<file path="config.mk">
export PLATFORM = sky130hd
export DESIGN_NAME = ms_timeout_table_core
export DESIGN_NICKNAME = d
export VERILOG_FILES = /design/src/rtl/core/tmo_pkg.sv /design/src/rtl/core/ms_timeout_table_core.sv /design/src/rtl/core/tmo_store.sv /design/src/rtl/core/tmo_unit.sv
export SDC_FILE = /design/constraint.sdc
export NUM_CORES = 1
export LEC_CHECK = 0
export ABC_AREA = 1
export BUFFER_PORTS_ARGS = -buffer_cell sky130_fd_sc_hd__buf_4
export CAP_MARGIN = 40
export CORE_UTILIZATION = 56
export DETAILED_ROUTE_END_ITERATION = 12
export PLACE_DENSITY_LB_ADDON = 0.08
export SLEW_MARGIN = 20
export SYNTH_ARGS = -nofsm -noshare
export SYNTH_HDL_FRONTEND = slang
export SYNTH_SLANG_ARGS = --single-unit
</file>
<file path="constraint.sdc">
create_clock -name clock -period 4.86 [get_ports clock]
set_input_delay 1.458 -clock clock [delete_from_list [all_inputs] [get_ports clock]]
set_output_delay 1.458 -clock clock [all_outputs]
set_load 0.02 [all_outputs]
</file>
<file path="src/rtl/core/tmo_pkg.sv">
// Shared types and constants for the timeout table core.
`default_nettype none

package tmo_pkg;

   // Width of a remaining-tick count.
   localparam int unsigned REM_W = 32;

   // Width of the action id on the ports.
   localparam int unsigned PORT_ID_W = 8;

   // Request kinds.
   localparam logic REQ_TICK = 1'b0;
   localparam logic REQ_ADD  = 1'b1;

   // Result kinds.
   localparam logic KIND_ADD   = 1'b0;
   localparam logic KIND_FIRED = 1'b1;

   // One request word.
   typedef struct packed {
      logic                 req_type;
      logic [PORT_ID_W-1:0] action_id;
      logic [REM_W-1:0]     duration;
   } req_word_type;

   // One result word.
   typedef struct packed {
      logic                 result_kind;
      logic                 accepted;
      logic [PORT_ID_W-1:0] fired_id;
      logic                 last;
   } rsp_word_type;

   // Flags from the shared compare and decrement unit.
   typedef struct packed {
      logic id_match;
      logic rem_zero;
      logic dec_zero;
   } unit_stat_type;

   // Sequencer states.
   typedef enum logic [2:0] {
      ST_IDLE,
      ST_ADD_RD,
      ST_ADD_CMP,
      ST_TICK_RD,
      ST_TICK_EVAL,
      ST_MOVE_RD,
      ST_MOVE_WR
   } state_type;

endpackage

`default_nettype wire

</file>
<file path="src/rtl/core/ms_timeout_table_core.sv">
// Top level of the timeout table: sequencer, entry store and shared unit.
// An add restarts the slot holding the id, else appends one if there is room.
// A tick visits each live slot; the last live entry moves into each removed one.
// Every slot visit runs through the one read port and the one decrement unit.
// Results are one-cycle strobes on rsp_valid; the receiver cannot stall them.
// Synchronous reset empties the table; slot contents stay unknown until written.
`default_nettype none

module ms_timeout_table_core #(
   parameter int unsigned SLOTS   = 4,
   parameter int unsigned ID_BITS = 8
) (
   input  wire logic                  clock,
   input  wire logic                  reset,
   input  wire logic                  start,
   output      logic                  busy,
   input  wire tmo_pkg::req_word_type req_word,
   output      logic                  rsp_valid,
   output      tmo_pkg::rsp_word_type rsp_word
);
   import tmo_pkg::*;

   localparam int unsigned IDX_W    = (SLOTS > 1) ? $clog2(SLOTS) : 1;
   localparam int unsigned CNT_W    = $clog2(SLOTS + 1);
   localparam int unsigned ID_EXT_W = ID_BITS + PORT_ID_W;

   state_type          state_ff, state_in;
   logic [CNT_W-1:0]   idx_ff, idx_in;
   logic [CNT_W-1:0]   count_ff, count_in;
   logic [CNT_W-1:0]   cnt_dec;
   logic [ID_BITS-1:0] key_id_ff, key_id_in;
   logic [REM_W-1:0]   dur_ff, dur_in;
   logic               pend_valid_ff, pend_valid_in;
   logic [ID_BITS-1:0] pend_id_ff, pend_id_in;
   logic               rsp_valid_ff, rsp_valid_in;
   rsp_word_type       rsp_word_ff, rsp_word_in;

   logic               accept;
   logic [ID_EXT_W-1:0] req_id_ext;
   logic [ID_BITS-1:0] req_id;
   logic [ID_EXT_W-1:0] key_id_ext;
   logic [ID_EXT_W-1:0] pend_id_ext;

   logic               wr_en;
   logic [IDX_W-1:0]   wr_addr;
   logic [ID_BITS-1:0] wr_id;
   logic [REM_W-1:0]   wr_rem;
   logic [IDX_W-1:0]   rd_addr;
   logic [ID_BITS-1:0] rd_id;
   logic [REM_W-1:0]   rd_rem;
   unit_stat_type      ustat;
   logic [REM_W-1:0]   rem_dec;

   assign busy   = (state_ff != ST_IDLE);
   assign accept = start && !busy;

   // Fit ids between the port width and the stored width.
   assign req_id_ext  = {{ID_BITS{1'b0}}, req_word.action_id};
   assign req_id      = req_id_ext[ID_BITS-1:0];
   assign key_id_ext  = {{PORT_ID_W{1'b0}}, key_id_ff};
   assign pend_id_ext = {{PORT_ID_W{1'b0}}, pend_id_ff};
   assign cnt_dec     = count_ff - {{(CNT_W-1){1'b0}}, 1'b1};

   tmo_store #(
      .SLOTS   (SLOTS),
      .ID_BITS (ID_BITS),
      .IDX_W   (IDX_W)
   ) u_store (
      .clock   (clock),
      .wr_en   (wr_en),
      .wr_addr (wr_addr),
      .wr_id   (wr_id),
      .wr_rem  (wr_rem),
      .rd_addr (rd_addr),
      .rd_id   (rd_id),
      .rd_rem  (rd_rem)
   );

   tmo_unit #(
      .ID_BITS (ID_BITS)
   ) u_unit (
      .rd_id   (rd_id),
      .rd_rem  (rd_rem),
      .key_id  (key_id_ff),
      .stat    (ustat),
      .rem_dec (rem_dec)
   );

   // Next-state logic of the sequencer.
   always_comb begin
      state_in = state_ff;
      case (state_ff)
         ST_IDLE: begin
            if (accept) begin
               state_in = (req_word.req_type == REQ_ADD) ? ST_ADD_RD : ST_TICK_RD;
            end
         end
         ST_ADD_RD:    state_in = (idx_ff == count_ff) ? ST_IDLE : ST_ADD_CMP;
         ST_ADD_CMP:   state_in = ustat.id_match ? ST_IDLE : ST_ADD_RD;
         ST_TICK_RD:   state_in = (idx_ff == count_ff) ? ST_IDLE : ST_TICK_EVAL;
         ST_TICK_EVAL: begin
            state_in = (ustat.rem_zero || ustat.dec_zero) ? ST_MOVE_RD : ST_TICK_RD;
         end
         ST_MOVE_RD:   state_in = ST_MOVE_WR;
         ST_MOVE_WR:   state_in = ST_TICK_RD;
         default:      state_in = ST_IDLE;
      endcase
   end

   // Datapath control: store access, counters, pending fired word and results.
   always_comb begin
      idx_in        = idx_ff;
      count_in      = count_ff;
      key_id_in     = key_id_ff;
      dur_in        = dur_ff;
      pend_valid_in = pend_valid_ff;
      pend_id_in    = pend_id_ff;
      rsp_valid_in  = 1'b0;
      rsp_word_in   = '0;
      wr_en         = 1'b0;
      wr_addr       = idx_ff[IDX_W-1:0];
      wr_id         = key_id_ff;
      wr_rem        = dur_ff;
      rd_addr       = idx_ff[IDX_W-1:0];
      case (state_ff)
         ST_IDLE: begin
            if (accept) begin
               key_id_in     = req_id;
               dur_in        = req_word.duration;
               idx_in        = '0;
               pend_valid_in = 1'b0;
            end
         end
         ST_ADD_RD: begin
            // Searched every live slot without a hit: append if there is room.
            if (idx_ff == count_ff) begin
               rsp_valid_in         = 1'b1;
               rsp_word_in.result_kind = KIND_ADD;
               rsp_word_in.fired_id = key_id_ext[PORT_ID_W-1:0];
               rsp_word_in.last     = 1'b1;
               if (count_ff != CNT_W'(SLOTS)) begin
                  wr_en                = 1'b1;
                  count_in             = count_ff + {{(CNT_W-1){1'b0}}, 1'b1};
                  rsp_word_in.accepted = 1'b1;
               end
            end
         end
         ST_ADD_CMP: begin
            // A hit restarts that slot's count in place.
            if (ustat.id_match) begin
               wr_en                   = 1'b1;
               rsp_valid_in            = 1'b1;
               rsp_word_in.result_kind = KIND_ADD;
               rsp_word_in.accepted    = 1'b1;
               rsp_word_in.fired_id    = key_id_ext[PORT_ID_W-1:0];
               rsp_word_in.last        = 1'b1;
            end else begin
               idx_in = idx_ff + {{(CNT_W-1){1'b0}}, 1'b1};
            end
         end
         ST_TICK_RD: begin
            // End of the scan: the held fired word goes out as the last one.
            if (idx_ff == count_ff && pend_valid_ff) begin
               rsp_valid_in            = 1'b1;
               rsp_word_in.result_kind = KIND_FIRED;
               rsp_word_in.fired_id    = pend_id_ext[PORT_ID_W-1:0];
               rsp_word_in.last        = 1'b1;
               pend_valid_in           = 1'b0;
            end
         end
         ST_TICK_EVAL: begin
            if (!ustat.rem_zero) begin
               wr_en  = 1'b1;
               wr_id  = rd_id;
               wr_rem = rem_dec;
               if (ustat.dec_zero) begin
                  // Hold the new fired word; release the older one as not last.
                  if (pend_valid_ff) begin
                     rsp_valid_in            = 1'b1;
                     rsp_word_in.result_kind = KIND_FIRED;
                     rsp_word_in.fired_id    = pend_id_ext[PORT_ID_W-1:0];
                  end
                  pend_valid_in = 1'b1;
                  pend_id_in    = rd_id;
               end else begin
                  idx_in = idx_ff + {{(CNT_W-1){1'b0}}, 1'b1};
               end
            end
         end
         ST_MOVE_RD: begin
            rd_addr = cnt_dec[IDX_W-1:0];
         end
         ST_MOVE_WR: begin
            // The last live entry takes over the removed slot.
            wr_en    = 1'b1;
            wr_id    = rd_id;
            wr_rem   = rd_rem;
            count_in = cnt_dec;
         end
         default: begin
            idx_in = idx_ff;
         end
      endcase
   end

   // Control registers.
   always_ff @(posedge clock) begin
      if (reset) begin
         state_ff      <= ST_IDLE;
         idx_ff        <= '0;
         count_ff      <= '0;
         pend_valid_ff <= 1'b0;
         rsp_valid_ff  <= 1'b0;
      end else begin
         state_ff      <= state_in;
         idx_ff        <= idx_in;
         count_ff      <= count_in;
         pend_valid_ff <= pend_valid_in;
         rsp_valid_ff  <= rsp_valid_in;
      end
   end

   // Payload registers.
   always_ff @(posedge clock) begin
      key_id_ff   <= key_id_in;
      dur_ff      <= dur_in;
      pend_id_ff  <= pend_id_in;
      rsp_word_ff <= rsp_word_in;
   end

   assign rsp_valid = rsp_valid_ff;
   assign rsp_word  = rsp_word_ff;

`ifndef ASSERT_OFF
   // The table never holds more live entries than it has slots.
   a_count_bound: assert property (@(posedge clock) disable iff (reset)
      count_ff <= CNT_W'(SLOTS))
      else $error("live entry count above slot count");

   // The scan index never passes the live entry count.
   a_idx_bound: assert property (@(posedge clock) disable iff (reset)
      busy |-> idx_ff <= count_ff)
      else $error("scan index beyond live entries");

   // A fired word that is not the last leaves the block still busy.
   a_not_last_busy: assert property (@(posedge clock) disable iff (reset)
      rsp_valid && !rsp_word.last |-> busy)
      else $error("non-final word while idle");

   // An add answer is a single final word and ends the request.
   a_add_single: assert property (@(posedge clock) disable iff (reset)
      rsp_valid && rsp_word.result_kind == KIND_ADD |-> rsp_word.last && !busy)
      else $error("add answer not final");

   // A fired word never claims acceptance.
   a_fired_acc: assert property (@(posedge clock) disable iff (reset)
      rsp_valid && rsp_word.result_kind == KIND_FIRED |-> !rsp_word.accepted)
      else $error("fired word with accepted set");
`endif

endmodule

`default_nettype wire

</file>
<file path="src/rtl/core/tmo_store.sv">
// Entry store of the timeout table: one write port and one registered read port.
`default_nettype none

module tmo_store #(
   parameter int unsigned SLOTS   = 4,
   parameter int unsigned ID_BITS = 8,
   parameter int unsigned IDX_W   = 2
) (
   input  wire logic                       clock,
   input  wire logic                       wr_en,
   input  wire logic [IDX_W-1:0]           wr_addr,
   input  wire logic [ID_BITS-1:0]         wr_id,
   input  wire logic [tmo_pkg::REM_W-1:0]  wr_rem,
   input  wire logic [IDX_W-1:0]           rd_addr,
   output      logic [ID_BITS-1:0]         rd_id,
   output      logic [tmo_pkg::REM_W-1:0]  rd_rem
);
   import tmo_pkg::*;

   logic [ID_BITS-1:0] id_mem  [SLOTS];
   logic [REM_W-1:0]   rem_mem [SLOTS];
   logic [ID_BITS-1:0] rd_id_ff;
   logic [REM_W-1:0]   rd_rem_ff;

   // Write port.
   always_ff @(posedge clock) begin
      if (wr_en) begin
         id_mem[wr_addr]  <= wr_id;
         rem_mem[wr_addr] <= wr_rem;
      end
   end

   // Registered read port.
   always_ff @(posedge clock) begin
      rd_id_ff  <= id_mem[rd_addr];
      rd_rem_ff <= rem_mem[rd_addr];
   end

   assign rd_id  = rd_id_ff;
   assign rd_rem = rd_rem_ff;

endmodule

`default_nettype wire

</file>
<file path="src/rtl/core/tmo_unit.sv">
// Shared compare and decrement unit used for every slot visit.
`default_nettype none

module tmo_unit #(
   parameter int unsigned ID_BITS = 8
) (
   input  wire logic [ID_BITS-1:0]         rd_id,
   input  wire logic [tmo_pkg::REM_W-1:0]  rd_rem,
   input  wire logic [ID_BITS-1:0]         key_id,
   output      tmo_pkg::unit_stat_type     stat,
   output      logic [tmo_pkg::REM_W-1:0]  rem_dec
);
   import tmo_pkg::*;

   // Decrement the stored count and flag the interesting values.
   always_comb begin
      rem_dec       = rd_rem - {{(REM_W-1){1'b0}}, 1'b1};
      stat.id_match = (rd_id == key_id);
      stat.rem_zero = (rd_rem == '0);
      stat.dec_zero = (rem_dec == '0) && (rd_rem != '0);
   end

endmodule

`default_nettype wire

</file>
# Yosys cells after proc, flatten, opt, wreduce, memory -nomap -nowiden
# Memory sizes are Yosys's and may differ from the RTL's. A register that Yosys moved wholly into a read port is not among the register bits.
# Index checks and enable logic that the tools add are counted.
# totals
out_inout_bits,13
n_memories,2
ff_bits,70
ramBits,160
word_cells,102
inputBits,44
# memory_table
memory,words,word_bits,rd,rd_clocked_by_memory_dff,write_ports,line_no,text
u_store.rem_mem,4,32,1,1,1,tmo_store.sv:21,logic [REM_W-1:0] rem_mem [SLOTS];
u_store.id_mem,4,8,1,1,1,tmo_store.sv:20,logic [ID_BITS-1:0] id_mem [SLOTS];
# op_classes
reduce_logical,18
muxes,48
eq_ne,17
bitwise_logic,1
add_sub_neg,4
# ops
cell,count
zero test 32 bit,2
one-hot mux 32 bit (2 select lines),1
2-to-1 mux 32 bit,1
2-to-1 mux 8 bit,4
one-hot mux 8 bit (4 select lines),1
nonzero test 32 bit,1
subtractor 32 x 1 -> 32 bit (second input constant),1
2-to-1 mux 3 bit,9
one-hot mux 3 bit (7 select lines),1
2-to-1 mux 10 bit,2
2-to-1 mux 1 bit,16
inequality test 2 bit (second input constant),8
one-hot mux 8 bit (2 select lines),1
one-hot mux 1 bit (4 select lines),3
AND reduction 5 bit,2
== test 3 bit (second input constant),3
2-to-1 mux 9 bit,1
one-hot mux 3 bit (3 select lines),1
nonzero test 3 bit,3
== test 8 bit,1
adder 3 x 1 -> 3 bit (second input constant),2
== test 3 x 2 -> 1 bit (second input constant),2
2-to-1 mux 2 bit,3
one-hot mux 1 bit (3 select lines),2
other kinds (14),17

# Depth between registers and ports, before layout
# Gate-level depths: netlist (run 1).
# logic_depth
depth_word,6
mapped_depth,17
mapped_depth_nobuf,17

# Hierarchy
# From an unflattened synthesis (run 1), not the netlist that was laid out.
# hier_totals
cells_unflattened,1313
area_unflattened_um2,12100.4
# by_module_without_submodules
mod,cells_per_inst,n_inst,area_per_inst_um2
tmo_store,675,1,7583.5
ms_timeout_table_core,372,1,3250.6
tmo_unit,266,1,1266.2

# Worst setup path before layout (run 1)
# No wires, ideal clock.
# synth_timing
path_type,reg-to-reg
from,"reg u_store.rd_rem_ff[0], in the netlist u_store.rd_rem[0] (read register of u_store.rem_mem)"
to,"mem u_store.id_mem[3][0], enable pin"
period_less_slack_ns,3.691
stages_incl_launch_ff,12
setup_time_ns,0.437
path_buffers,0
required_time_ns,4.423
setup_slack_ns,1.169
t_arrival_ns,3.253
cell_sequence,dfxtp_1 inv_1 ha_1 inv_1 nor3_1 nand3_1 nor2_1 nor2_2 inv_2 nand2_1 nor2_1 nor2_1
# synth_via
elab_chain_cells,5
# synth_rtl
item,line_no,text
from (decl),tmo_store.sv:23,logic [REM_W-1:0] rd_rem_ff;
zero test 32 bit,tmo_unit.sv:19,stat.rem_zero = (rd_rem == '0);
2-to-1 mux 1 bit,ms_timeout_table_core.sv:172,if (!ustat.rem_zero) begin
one-hot mux 1 bit (4 select lines),ms_timeout_table_core.sv:125,case (state_ff)
2-to-1 mux 1 bit,tmo_store.sv:27,if (wr_en) begin
2-to-1 mux 1 bit (implied by the code),tmo_store.sv:28,id_mem[wr_addr] <= wr_id;
to (decl),tmo_store.sv:20,
# Every way passes these cells.

# Worst setup path after layout (run 1)
# layout_timing
from,reg state_ff[1]
to,out busy
# layout_via
elab_chain_cells,1
# layout_rtl
item,line_no,text
from (decl),ms_timeout_table_core.sv:27,"state_type state_ff, state_in;"
from (signal assigned),ms_timeout_table_core.sv:215,state_ff <= state_in;
nonzero test 3 bit,ms_timeout_table_core.sv:54,assign busy = (state_ff != ST_IDLE);
to (decl),ms_timeout_table_core.sv:16,"output logic busy,"
# Every way passes these cells.

==> flow_summary.rst, run 1 <==
.. list-table::
   :header-rows: 1

   * - Metric
     - Value
   * - Insertion delay to the later sink of the worst-skew pair
     - roughly 0.54 ns
   * - Number of pins with negative max-slew slack in the final report
     - 0
   * - Cell type with the highest aggregate area in the netlist
     - edfxtp_1
   * - Xor and xnor area share after synthesis
     - less than 1%
   * - Synthesized-area fraction occupied by and/or/nand/nor cells
     - approximately a fifth
   * - Fraction of layout instances using a drive strength above 1
     - a little over an eighth
   * - Initial core utilization
     - between 50% and 60%
   * - Arithmetic-cell share of the synthesized area counting full adders, half adders and majority gates
     - ~1.1%
   * - Number of iterations in the first detailed-routing pass
     - 6
   * - Total Routed Length
     - 27.9 mm
   * - Area share of the leading cell type in the synthesized netlist
     - between 50% and 60%
   * - I/O pin count
     - 57
   * - Overall die area
     - roughly 21000 um^2
   * - Logic gate share of total power
     - between 10% and 20%
   * - Synth cell types
     - a little over 40
   * - Number of core rows
     - 52
   * - Category of the worst setup path capture point
     - output pin
   * - Number of antenna violations at the first check in global routing
     - 0
   * - Cell with the most instances after synthesis
     - nand2_1
   * - Destination of the critical timing path
     - busy
   * - Via count normalized by instance count
     - slightly below 6
   * - Register bit total from synthesis
     - 270
   * - TritonCTS clock tree
     - yes
   * - Synth Cell Area
     - 11600 um^2
   * - Overflow left after global routing
     - 0
   * - Final standard cell count with taps included and fillers excluded
     - 1442
   * - Setup violators final
     - 0
   * - Synthesized area per cell
     - 10.6 um^2
   * - Final net count
     - about 1200
   * - Detailed Route Iter0 Violations
     - about 660
   * - Post-detailed-placement half-perimeter wirelength
     - ~18 mm
   * - Maximum vdd ir drop
     - around 0.37 mV
   * - Area added between synthesis and finish
     - 14.9%
   * - Fraction of registers with async set/reset
     - 0%
   * - Fill count
     - 1570
   * - Setup repair after global routing missed its margin
     - false
   * - Hold buffer count at cts
     - 0
   * - Net switching share of the total power
     - 28.7%
   * - Number of flops mapped to enable cells by yosys
     - ~210
   * - Routability cong.
     - around 1.0
   * - Slowest cell on crit path
     - dfxtp_1
   * - Overall routing resource usage
     - 26.4%
   * - Post-CTS repair timing setup buffer count
     - 0
   * - Area used by multi-input combinational logic
     - 3680 um^2
   * - Slew of the pin with the lowest slew margin
     - just over 0.8 ns
   * - Clock Tree Root
     - clkbuf_16
   * - Nature of the critical path startpoint
     - flop
   * - Top flip-flop cell by instance count after synthesis
     - edfxtp_1
   * - Post-cts resize count
     - 0
   * - Pint
     - between 4 and 5 mW
   * - Mux share of post-synthesis cell area
     - 0%
   * - Critical path arrival
     - approximately 1.8 ns
   * - Maximum cell stage delay along the critical path
     - 0.61 ns
   * - Maximum Capacitance Violations
     - 0
   * - Proportion of synthesized chip area in sequential cells
     - between 60% and 70%
   * - Synthesized-area fraction occupied by ao, oa, aoi and oai cells
     - around 10%
   * - Clock slew at the register clock pins of the worst setup and hold paths
     - 0.06 ns
   * - Number of placed instances with taps included
     - about 1400
   * - Startpoint of the most critical register-to-register path
     - state_ff[1]$_SDFFE_PP0P_
   * - Bufs on Longest Clock Path
     - 3
   * - Via count of the first global-routing pass
     - ~7700
   * - Required time of the critical path
     - 3.40 ns
   * - Leakage Power
     - a little under 5 nW
   * - Worst slew slack as a fraction of its limit
     - between 40% and 50%
   * - Cells after synthesis
     - about 1100
   * - Leading cell types by count after synthesis
     - nand2_1 (281), edfxtp_1 (208), nor2_1 (88), inv_1 (76), nand3_1 (68)
   * - Sw Pwr
     - roughly 1.7 mW
   * - Worst slack at placement
     - ~1.8 ns
   * - Worst reg2reg endpoint
     - u_store.rem_mem[3][10]$_DFFE_PP_
   * - Post-synth net total
     - around 1100
   * - Count of input and output buffers
     - 56
   * - Setup TNS Final
     - 0 ns
   * - Number of antenna cells inserted
     - 0
   * - Floorplan core area
     - 20200 um^2
   * - Length in cells of the worst reg-to-reg path
     - 7
   * - Final antenna-violating net count
     - 0
   * - Path class of the lowest-slack min-delay path
     - flop to flop
   * - Yosys warning total
     - 0
   * - Clk pwr share
     - between 30 and 40%
   * - Run status
     - finished, final reports clean
   * - H-tree levels
     - 1
   * - Worst setup skew after layout
     - about 0.0082 ns
   * - Cell chain of the critical path
     - nor2_1, inv_1, nor2_1, inv_1, buf_4
   * - Overall die height
     - about 150 um
   * - Clock buffer count from CTS
     - 28
   * - Crit path setup slack, layout
     - 1.62 ns
   * - Launch point of the worst path
     - state_ff[1]$_SDFFE_PP0P_
   * - Final hold violations
     - 0
   * - Seq pwr share
     - approximately half
   * - DRC violation count after routing
     - 0
   * - Wire length of the first global-routing pass
     - 43.1 mm
   * - Largest net degree at the start of global routing
     - 81
   * - Period Utilization, post-route
     - 66.6%
   * - Fraction of the core area covered by cells at the end of the flow
     - 65.7%
   * - Routed WL per cell
     - around 19 um
   * - Cell types occupying the most area after synthesis
     - edfxtp_1 (54%), dfxtp_1 (11%), nand2_1 (9.1%)
   * - Cell Pwr Density
     - between 400 and 500 nW/um^2
   * - CTS sink cnt
     - 270
   * - Storage element area
     - between 7000 and 8000 um^2
   * - DR vias
     - 8359
   * - Maximum fanout along the worst path
     - 13
   * - Floorplan die width
     - about 150 um
   * - Min cycle time layout
     - ~3.2 ns
   * - Setup slack of the worst register-to-register path
     - between 1.5 and 2 ns
   * - Maximum frequency from static timing analysis
     - 309 MHz
   * - Main combinational cell family by area after synthesis
     - simple AND/OR/NAND/NOR gates
   * - Kind of critical path
     - flop to output pin
-- sequential cells by signal, indices dropped and copies added, names as in the netlist --
signal,flops
pend_valid_ff,1
u_store.rd_id,8
u_store.rem_mem,128
key_id_ff,8
count_ff,3
rsp_valid,1
idx_ff,3
rsp_word,11
u_store.rd_rem,32
state_ff,3
u_store.id_mem,32
dur_ff,32
pend_id_ff,8
-- per-stage QoR --
step | hold slack (ns) | total power, mW | cell area [um^2]
global route | 0.453 | 6.34 | 13300
floorplan | 0.412 | 3.63 | 11600
finish | 0.432 | 6.09 | 13300
CTS | 0.434 | 6.11 | 13300
global placement | 0.422 | 4.00 | 12300
detailed placement | 0.421 | 4.02 | 12400
-- cells in the final DEF, fill, tap and decap left out, types with 9 or more instances in the layout --
| master | n |
|---|---|
| a32oi_1 | 40 |
| nand3_1 | 68 |
| dfxtp_1 | 62 |
| clkbuf_1 | 11 |
| o22ai_1 | 9 |
| o21ai_0 | 22 |
| nor2_2 | 11 |
| a22oi_1 | 11 |
| nor2_1 | 83 |
| inv_1 | 76 |
| nand2_1 | 281 |
| a32o_1 | 9 |
| ha_1 | 10 |
| nor2_4 | 11 |
| buf_4 | 69 |
| clkbuf_16 | 29 |
| edfxtp_1 | 208 |
| o221ai_1 | 9 |
| a21oi_1 | 53 |
| nand4_1 | 13 |
-- worst min-delay path by stage --
stage | startpoint | slack, ns | endpoint | cells past startpoint
after detailed placement | pend_id_ff[5]$_DFFE_PP_ | 0.42 | rsp_word[6]$_DFF_P_ | 2
after global routing | pend_id_ff[5]$_DFFE_PP_ | 0.45 | rsp_word[6]$_DFF_P_ | 2
after floorplan | pend_id_ff[0]$_DFFE_PP_ | 0.41 | rsp_word[1]$_DFF_P_ | 2
final | pend_id_ff[5]$_DFFE_PP_ | 0.43 | rsp_word[6]$_DFF_P_ | 2
after CTS | pend_id_ff[5]$_DFFE_PP_ | 0.43 | rsp_word[6]$_DFF_P_ | 2
after global placement | pend_id_ff[7]$_DFFE_PP_ | 0.42 | rsp_word[8]$_DFF_P_ | 2
-- critical path, delay by kind of cell, from the launching register on --
family | cells | cell delay, ns
simple gates | 2 | 0.15
buf+inv | 3 | 0.47
flops | 1 | 0.61
-- logic make-up after synthesis --
family / count (synthesis)
simple gates: 506
flops: 270
compound gates: 171
buf+inv: 122
xor+xnor: 11
fa+ha+maj: 10
-- power by group through the flow --
stage                     Sequential [mW]  Clock [mW]  Combinational [mW]
after floorplan                      2.93           0               0.705
after global placement               2.99           0                1.01
after detailed placement             2.99           0                1.03
after CTS                            2.95        2.13                1.03
after global routing                 2.97        2.22                1.15
final                                2.95        2.09                1.05
-- metal layers --
metal | vias up | track usage [%] | share of wire (%)
met5 | - | 0 | 0
met4 | 0 | 7.26 | 2.1
met3 | 54 | 3.51 | 6.9
met2 | 313 | 40.6 | 45
met1 | 4015 | 39.6 | 46
li1 | 3977 | - | -
-- cell type report --
type / instances / share of cell area, %
Tap cell: 270 / 2.54
Multi-Input combinational cell: 698 / 27.7
Timing Repair Buffer: 71 / 4.26
Sequential cell: 270 / 56.4
Clock inverter: 10 / 0.942
Clock buffer: 41 / 5.88
Inverter: 82 / 2.32
(Power assumes the default switching activity.)
==> run 2, diff against run 1 <==
--- a/config.mk
+++ b/config.mk
@@ -8,7 +8,7 @@
 export ABC_AREA = 1
 export BUFFER_PORTS_ARGS = -buffer_cell sky130_fd_sc_hd__buf_4
 export CAP_MARGIN = 40
-export CORE_UTILIZATION = 56
+export CORE_UTILIZATION = 55
 export DETAILED_ROUTE_END_ITERATION = 12
 export PLACE_DENSITY_LB_ADDON = 0.08
 export SLEW_MARGIN = 20
==> constraint.sdc (replaced) <==
create_clock -name clock -period 2.75 [get_ports clock]
set_input_delay 0.825 -clock clock [delete_from_list [all_inputs] [get_ports clock]]
set_output_delay 0.825 -clock clock [all_outputs]
set_load 0.02 [all_outputs]
==> flow_summary.rst, run 2 (synthesis gave the netlist of run 1 again) <==
.. list-table::
   :header-rows: 1

   * - Metric
     - Value
   * - Number of antenna cells inserted
     - 0
   * - Worst slew slack as a fraction of its limit
     - 55.4%
   * - Maximum Capacitance Violations
     - 0
   * - Initial core utilization
     - a little under three fifths
   * - Overflow left after global routing
     - 0
   * - Via count normalized by instance count
     - between 5 and 6
   * - Detailed Route Iter0 Violations
     - around 640
   * - Routed WL per cell
     - 19.3 um
   * - Floorplan die width
     - roughly 150 um
   * - Routability cong.
     - between 0.9 and 1
   * - Run status
     - finished, final reports clean
   * - DR vias
     - ~8300
   * - Clock buffer count from CTS
     - 27
   * - Number of antenna violations at the first check in global routing
     - 0
   * - Setup violators final
     - 0
   * - CTS sink cnt
     - 270
   * - Nature of the critical path startpoint
     - flop
   * - Cell Pwr Density
     - 797 nW/um^2
   * - Required time of the critical path
     - 3.01 ns
   * - Critical path arrival
     - between 2 and 3 ns
   * - Commonest cells after routing, fill and taps aside
     - nand2_1 (281), edfxtp_1 (208), nor2_1 (83)
   * - H-tree levels
     - 1
   * - I/O pin count
     - 57
   * - Most common cell after layout, fill and taps aside
     - nand2_1
   * - TritonCTS clock tree
     - yes
   * - Wire length of the first global-routing pass
     - roughly 45 mm
   * - Number of core rows
     - 52
   * - Maximum vdd ir drop
     - roughly 0.63 mV
   * - Slew of the pin with the lowest slew margin
     - 0.663 ns
   * - Overall die height
     - about 150 um
   * - Path class of the lowest-slack min-delay path
     - input port to flop
   * - Final hold violations
     - 0
   * - Total Routed Length
     - roughly 28 mm
   * - Clock slew at the register clock pins of the worst setup and hold paths
     - around 0.06 ns
   * - Max FFs per register
     - between 100 and 150
   * - Via count of the first global-routing pass
     - around 8000
   * - DRC violation count after routing
     - 0
   * - Overall routing resource usage
     - around a quarter
   * - Post-detailed-placement half-perimeter wirelength
     - approximately 18 mm
   * - Floorplan core area
     - between 20000 and 25000 um^2
   * - Overall die area
     - 21600 um^2
   * - Final antenna-violating net count
     - 0
   * - Leakage Power
     - 5.03 nW
   * - Count of input and output buffers
     - 56
   * - Maximum fanout along the worst path
     - 6
   * - Fraction of layout instances using a drive strength above 1
     - roughly 15%
   * - Kind of critical path
     - flop to flop
   * - Post-Route Hold Slack
     - 0.452 ns
   * - Post-CTS repair timing setup buffer count
     - 0
   * - Final net count
     - 1216
   * - Insertion delay to the later sink of the worst-skew pair
     - 0.55 ns
   * - Category of the worst setup path capture point
     - flop
   * - Number of pins with negative max-slew slack in the final report
     - 0
   * - Worst setup skew after layout
     - about 0.017 ns
   * - Fraction of the core area covered by cells at the end of the flow
     - roughly 66%
   * - Area added between synthesis and finish
     - 16.3%
   * - Hold buffer count at cts
     - 0
   * - Min cycle time layout
     - about 2.5 ns
   * - Number of iterations in the first detailed-routing pass
     - 5
   * - Top register by number of flip-flops
     - u_store.rem_mem
   * - Period Utilization, post-route
     - between 90% and 100%
   * - Bufs on Longest Clock Path
     - 3
   * - Clock Tree Root
     - clkbuf_16
   * - Maximum frequency from static timing analysis
     - around 390 MHz
   * - Largest net degree at the start of global routing
     - roughly 80
run 2: path summary, 6_finish.rpt:
path	from	endpoint	slack, ns	cells past startpoint
worst max-delay path	u_store.rd_rem[12]$_DFF_P_	u_store.id_mem[2][4]$_DFFE_PP_	0.20	10
worst min register to register	pend_id_ff[0]$_DFFE_PP_	rsp_word[1]$_DFF_P_	0.47	2
worst max register to register	u_store.rd_rem[12]$_DFF_P_	u_store.id_mem[2][4]$_DFFE_PP_	0.20	10
worst min-delay path	req_word[11]	dur_ff[11]$_DFFE_PP_	0.45	1
run 2: what timing repair did:
action | CTS | global route
resized for setup | 0 | 1
setup endpoints to repair | 0 | 9
hold endpoints to repair | 0 | 0
run 2: per-layer routing:
layer	track usage, %	vias up	part of all wire [%]
met2	41.6	267	45
met4	5.46	0	1.4
met5	0	-	0
met1	40.5	3979	47
met3	3.35	33	6.1
li1	-	3990	-
run 2: cell type report:
cell class,instances,area [um^2]
flip-flops and latches,270,7490
fillers,1631,6980
multi-input cells,698,3680
repair buffers,83,748
clock buffers,29,683
well taps,270,338
inverters,82,308
clock inverters,21,200
run 2: through the flow:
| step | setup WS (ns) | total power, mW | TNS [ns] | instance area (um^2) | cells |
|---|---|---|---|---|---|
| finish | 0.201 | 10.7 | 0 | 13400 | 1453 |
| global route | -0.0103 | 11.2 | -0.0103 | 13400 | 1453 |
| CTS | 0.189 | 10.8 | 0 | 13400 | 1453 |
| detailed placement | 0.212 | 7.14 | 0 | 12600 | 1403 |
| global placement | 0.275 | 7.14 | 0 | 12600 | 1403 |
| floorplan | -0.302 | 6.42 | -48.39 | 11600 | 1090 |
run 2: worst max-delay path, stage by stage (launching register included):
cell and delay, ns:
dfxtp_1 0.36, nor2_1 0.21, nand2_1 0.15, nor2_1 0.18, nand2_1 0.10, nor2_1 0.29, nor2_2 0.08, inv_2 0.10
nand2_1 0.09, buf_4 0.17, o21ai_0 0.53
run 2: power breakdown:
part | internal [mW] | switching (mW) | leakage, nW
Sequential | 4.85 | 0.343 | 2.41
Combinational | 0.625 | 1.28 | 2.19
Clock | 2.09 | 1.53 | 0.431
Total | 7.57 | 3.15 | 5.03
==> run 3, diff against run 2 <==
--- a/config.mk
+++ b/config.mk
@@ -10,7 +10,9 @@
 export CAP_MARGIN = 40
 export CORE_UTILIZATION = 55
 export DETAILED_ROUTE_END_ITERATION = 12
+export GPL_TIMING_DRIVEN = 0
 export PLACE_DENSITY_LB_ADDON = 0.08
+export REMOVE_ABC_BUFFERS = 1
 export SLEW_MARGIN = 20
 export SYNTH_ARGS = -nofsm -noshare
 export SYNTH_HDL_FRONTEND = slang
==> flow_summary.rst, run 3 (synthesis gave the netlist of run 1 again) <==
.. list-table::
   :header-rows: 1

   * - Metric
     - Value
   * - Run status
     - finished, final reports clean
   * - Net switching share of the total power
     - between 20% and 30%
   * - Maximum frequency from static timing analysis
     - 383 MHz
   * - Clock slew at the register clock pins of the worst setup and hold paths
     - about 0.060 ns
   * - Hold-critical path depth
     - 2
   * - Overflow left after global routing
     - 0
   * - Nature of the critical path startpoint
     - flop
   * - Slew of the pin with the lowest slew margin
     - 0.833 ns
   * - Floorplan die width
     - ~150 um
   * - Min cycle time layout
     - approximately 2.6 ns
   * - Worst setup skew after layout
     - around 0.022 ns
   * - Number of antenna cells inserted
     - 0
   * - Required time of the critical path
     - ~3.0 ns
   * - Post-route standard cell area excluding fillers
     - about 14000 um^2
   * - Overall die area
     - between 20000 and 25000 um^2
   * - Bufs on Longest Clock Path
     - 3
   * - Detailed Route Iter0 Violations
     - roughly 510
   * - Number of pins with negative max-slew slack in the final report
     - 0
   * - Fraction of layout instances using a drive strength above 1
     - 16.5%
   * - Crit path setup slack, layout
     - around 0.14 ns
   * - Setup slack of the worst register-to-register path
     - approximately 0.14 ns
   * - Commonest cells after routing, fill and taps aside
     - nand2_1 (280), edfxtp_1 (208), nor2_1 (79)
   * - Setup repair after global routing missed its margin
     - false
   * - DRC violation count after routing
     - 0
   * - Count of input and output buffers
     - 56
   * - H-tree levels
     - 1
   * - Max FFs per register
     - 128
   * - Overall routing resource usage
     - between 20% and 30%
   * - Largest net degree at the start of global routing
     - 81
   * - Kind of critical path
     - flop to flop
   * - Overall die height
     - approximately 150 um
   * - Most common cell after layout, fill and taps aside
     - nand2_1
   * - Top register by number of flip-flops
     - u_store.rem_mem
   * - Slowest cell on crit path
     - dfxtp_1
   * - Logic gate share of total power
     - between 15 and 20%
   * - Sw Pwr
     - between 3 and 4 mW
   * - Initial core utilization
     - between 50% and 60%
   * - Number of core rows
     - 52
   * - Wire length of the first global-routing pass
     - 43.4 mm
   * - Fill count
     - approximately 1600
   * - Most frequent CP cell
     - nor2_4
   * - Cell chain of the critical path
     - inv_2, nor2_4, buf_6, clkinvlp_4, nor2_4, inv_4, nand2_4, nor2_4, buf_12, nor2_4, buf_12
   * - DR vias
     - 8384
   * - Maximum cell stage delay along the critical path
     - 0.47 ns
   * - Final hold violations
     - 0
   * - Startpoint of the most critical register-to-register path
     - state_ff[2]$_SDFFE_PP0P_
   * - Via count of the first global-routing pass
     - between 8000 and 9000
   * - Post-detailed-placement half-perimeter wirelength
     - approximately 18 mm
   * - Seq pwr share
     - 47.8%
   * - Path class of the lowest-slack min-delay path
     - flop to flop
   * - Period Utilization, post-route
     - 94.9%
   * - Worst slack at placement
     - -1.48 ns
   * - Total Routed Length
     - 27.6 mm
   * - Pint
     - approximately 7.7 mW
   * - Number of antenna violations at the first check in global routing
     - 0
   * - Leakage Power
     - just over 5 nW
   * - Maximum vdd ir drop
     - ~0.6 mV
   * - Via count normalized by instance count
     - between 5 and 6
   * - Maximum Capacitance Violations
     - 0
   * - Length in cells of the worst reg-to-reg path
     - 11
   * - Insertion delay to the later sink of the worst-skew pair
     - between 0.5 and 0.6 ns
   * - Worst slew slack as a fraction of its limit
     - between 40 and 50%
   * - Routed WL per cell
     - around 19 um
   * - Storage element area
     - ~7500 um^2
   * - Startpoint of the worst hold path
     - pend_id_ff[7]$_DFFE_PP_
   * - Area used by multi-input combinational logic
     - between 3000 and 4000 um^2
   * - Final net count
     - roughly 1200
   * - Number of iterations in the first detailed-routing pass
     - 5
   * - Area added between synthesis and finish
     - 19.4%
   * - Maximum fanout along the worst path
     - 22
   * - Critical path arrival
     - ~2.9 ns
   * - Routability cong.
     - about 0.95
   * - Clock buffer count from CTS
     - 28
   * - Clock Tree Root
     - clkbuf_16
   * - Setup violators final
     - 0
   * - I/O pin count
     - 57
   * - Clk pwr share
     - 33.9%
   * - Cell Pwr Density
     - approximately 800 nW/um^2
   * - Floorplan core area
     - 20400 um^2
   * - CTS sink cnt
     - 270
   * - Worst reg2reg endpoint
     - u_store.rem_mem[2][5]$_DFFE_PP_
   * - Endpoint with the worst hold slack
     - rsp_word[8]$_DFF_P_
   * - TritonCTS clock tree
     - yes
   * - Category of the worst setup path capture point
     - flop
   * - Instance area after placement
     - about 13000 um^2
   * - Final antenna-violating net count
     - 0
-- run 3: cell count changes in the layout (fill, tap and decap cells not counted), moves of 3 or more --
cell	before	now
clkbuf_8	0	5
inv_1	76	72
nor2_4	11	18
clkinv_1	6	2
buf_4	73	63
buf_16	0	8
inv_4	0	3
nor2_1	83	79
-- run 3: repair_timing --
item	in CTS	in global routing
buffers inserted	14	0
gates cloned	2	0
pin swaps	11	0
endpoints found under the setup margin	353	209
hold buffers	0	0
gates resized for setup	16	10
-- run 3: cell type report --
type                    count  share of cell area [%]
clock inverters            15                    1.03
multi-input cells         700                    27.3
clock buffers              37                    5.68
repair buffers             85                    6.92
well taps                 270                    2.45
inverters                  82                    2.37
flip-flops and latches    270                    54.2
-- run 3: per-stage QoR --
step / utilization, % / setup TNS, ns / hold slack, ns / total power [mW] / cells
6_report: 67.6 / 0 / 0.438 / 10.9 / 1459
5_1_grt: 67.6 / 0 / 0.420 / 11.4 / 1459
4_1_cts: 67.4 / 0 / 0.421 / 10.9 / 1459
3_5_place_dp: 61.6 / -273.56 / 0.425 / 7.13 / 1391
3_3_place_gp: 59.6 / -1341.42 / 0.423 / 7.06 / 1376
2_1_floorplan: - / -372.82 / 0.412 / 6.43 / 1050
-- run 3: worst max path at each step --
stage / startpoint / to / slack, ns
floorplan: state_ff[1]$_SDFFE_PP0P_ / u_store.rd_id[0]$_DFF_P_ / -2.67
global placement: state_ff[1]$_SDFFE_PP0P_ / u_store.rd_rem[26]$_DFF_P_ / -6.29
detailed placement: state_ff[2]$_SDFFE_PP0P_ / u_store.rem_mem[0][0]$_DFFE_PP_ / -1.48
CTS: u_store.rd_rem[0]$_DFF_P_ / pend_id_ff[6]$_DFFE_PP_ / 0.01
global route: u_store.rd_rem[5]$_DFF_P_ / pend_id_ff[3]$_DFFE_PP_ / 0.01
finish: state_ff[2]$_SDFFE_PP0P_ / u_store.rem_mem[2][5]$_DFFE_PP_ / 0.14
-- run 3: critical path, delay by kind of cell (launching register included) --
| kind | cells | cell delay (ns) |
|---|---|---|
| buffers and inverters | 6 | 0.97 |
| and+or+nand+nor | 5 | 0.83 |
| DFF | 1 | 0.47 |
-- run 3: power by group through the flow --
stage	sequential (mW)	clock (mW)	combinational [mW]
detailed placement	5.26	0	1.87
global route	5.23	3.93	2.20
CTS	5.18	3.76	1.97
floorplan	5.18	0	1.25
global placement	5.28	0	1.78
finish	5.19	3.69	1.99
-- run 3: routing by layer --
| metal | vias to the layer above | routed length, um | GRT usage, % |
|---|---|---|---|
| met5 | - | 0 | 0 |
| met4 | 0 | 672 | 7.22 |
| met3 | 45 | 1470 | 3.42 |
| met2 | 267 | 13000 | 42.2 |
| met1 | 4057 | 12500 | 37.5 |
| li1 | 4015 | - | - |
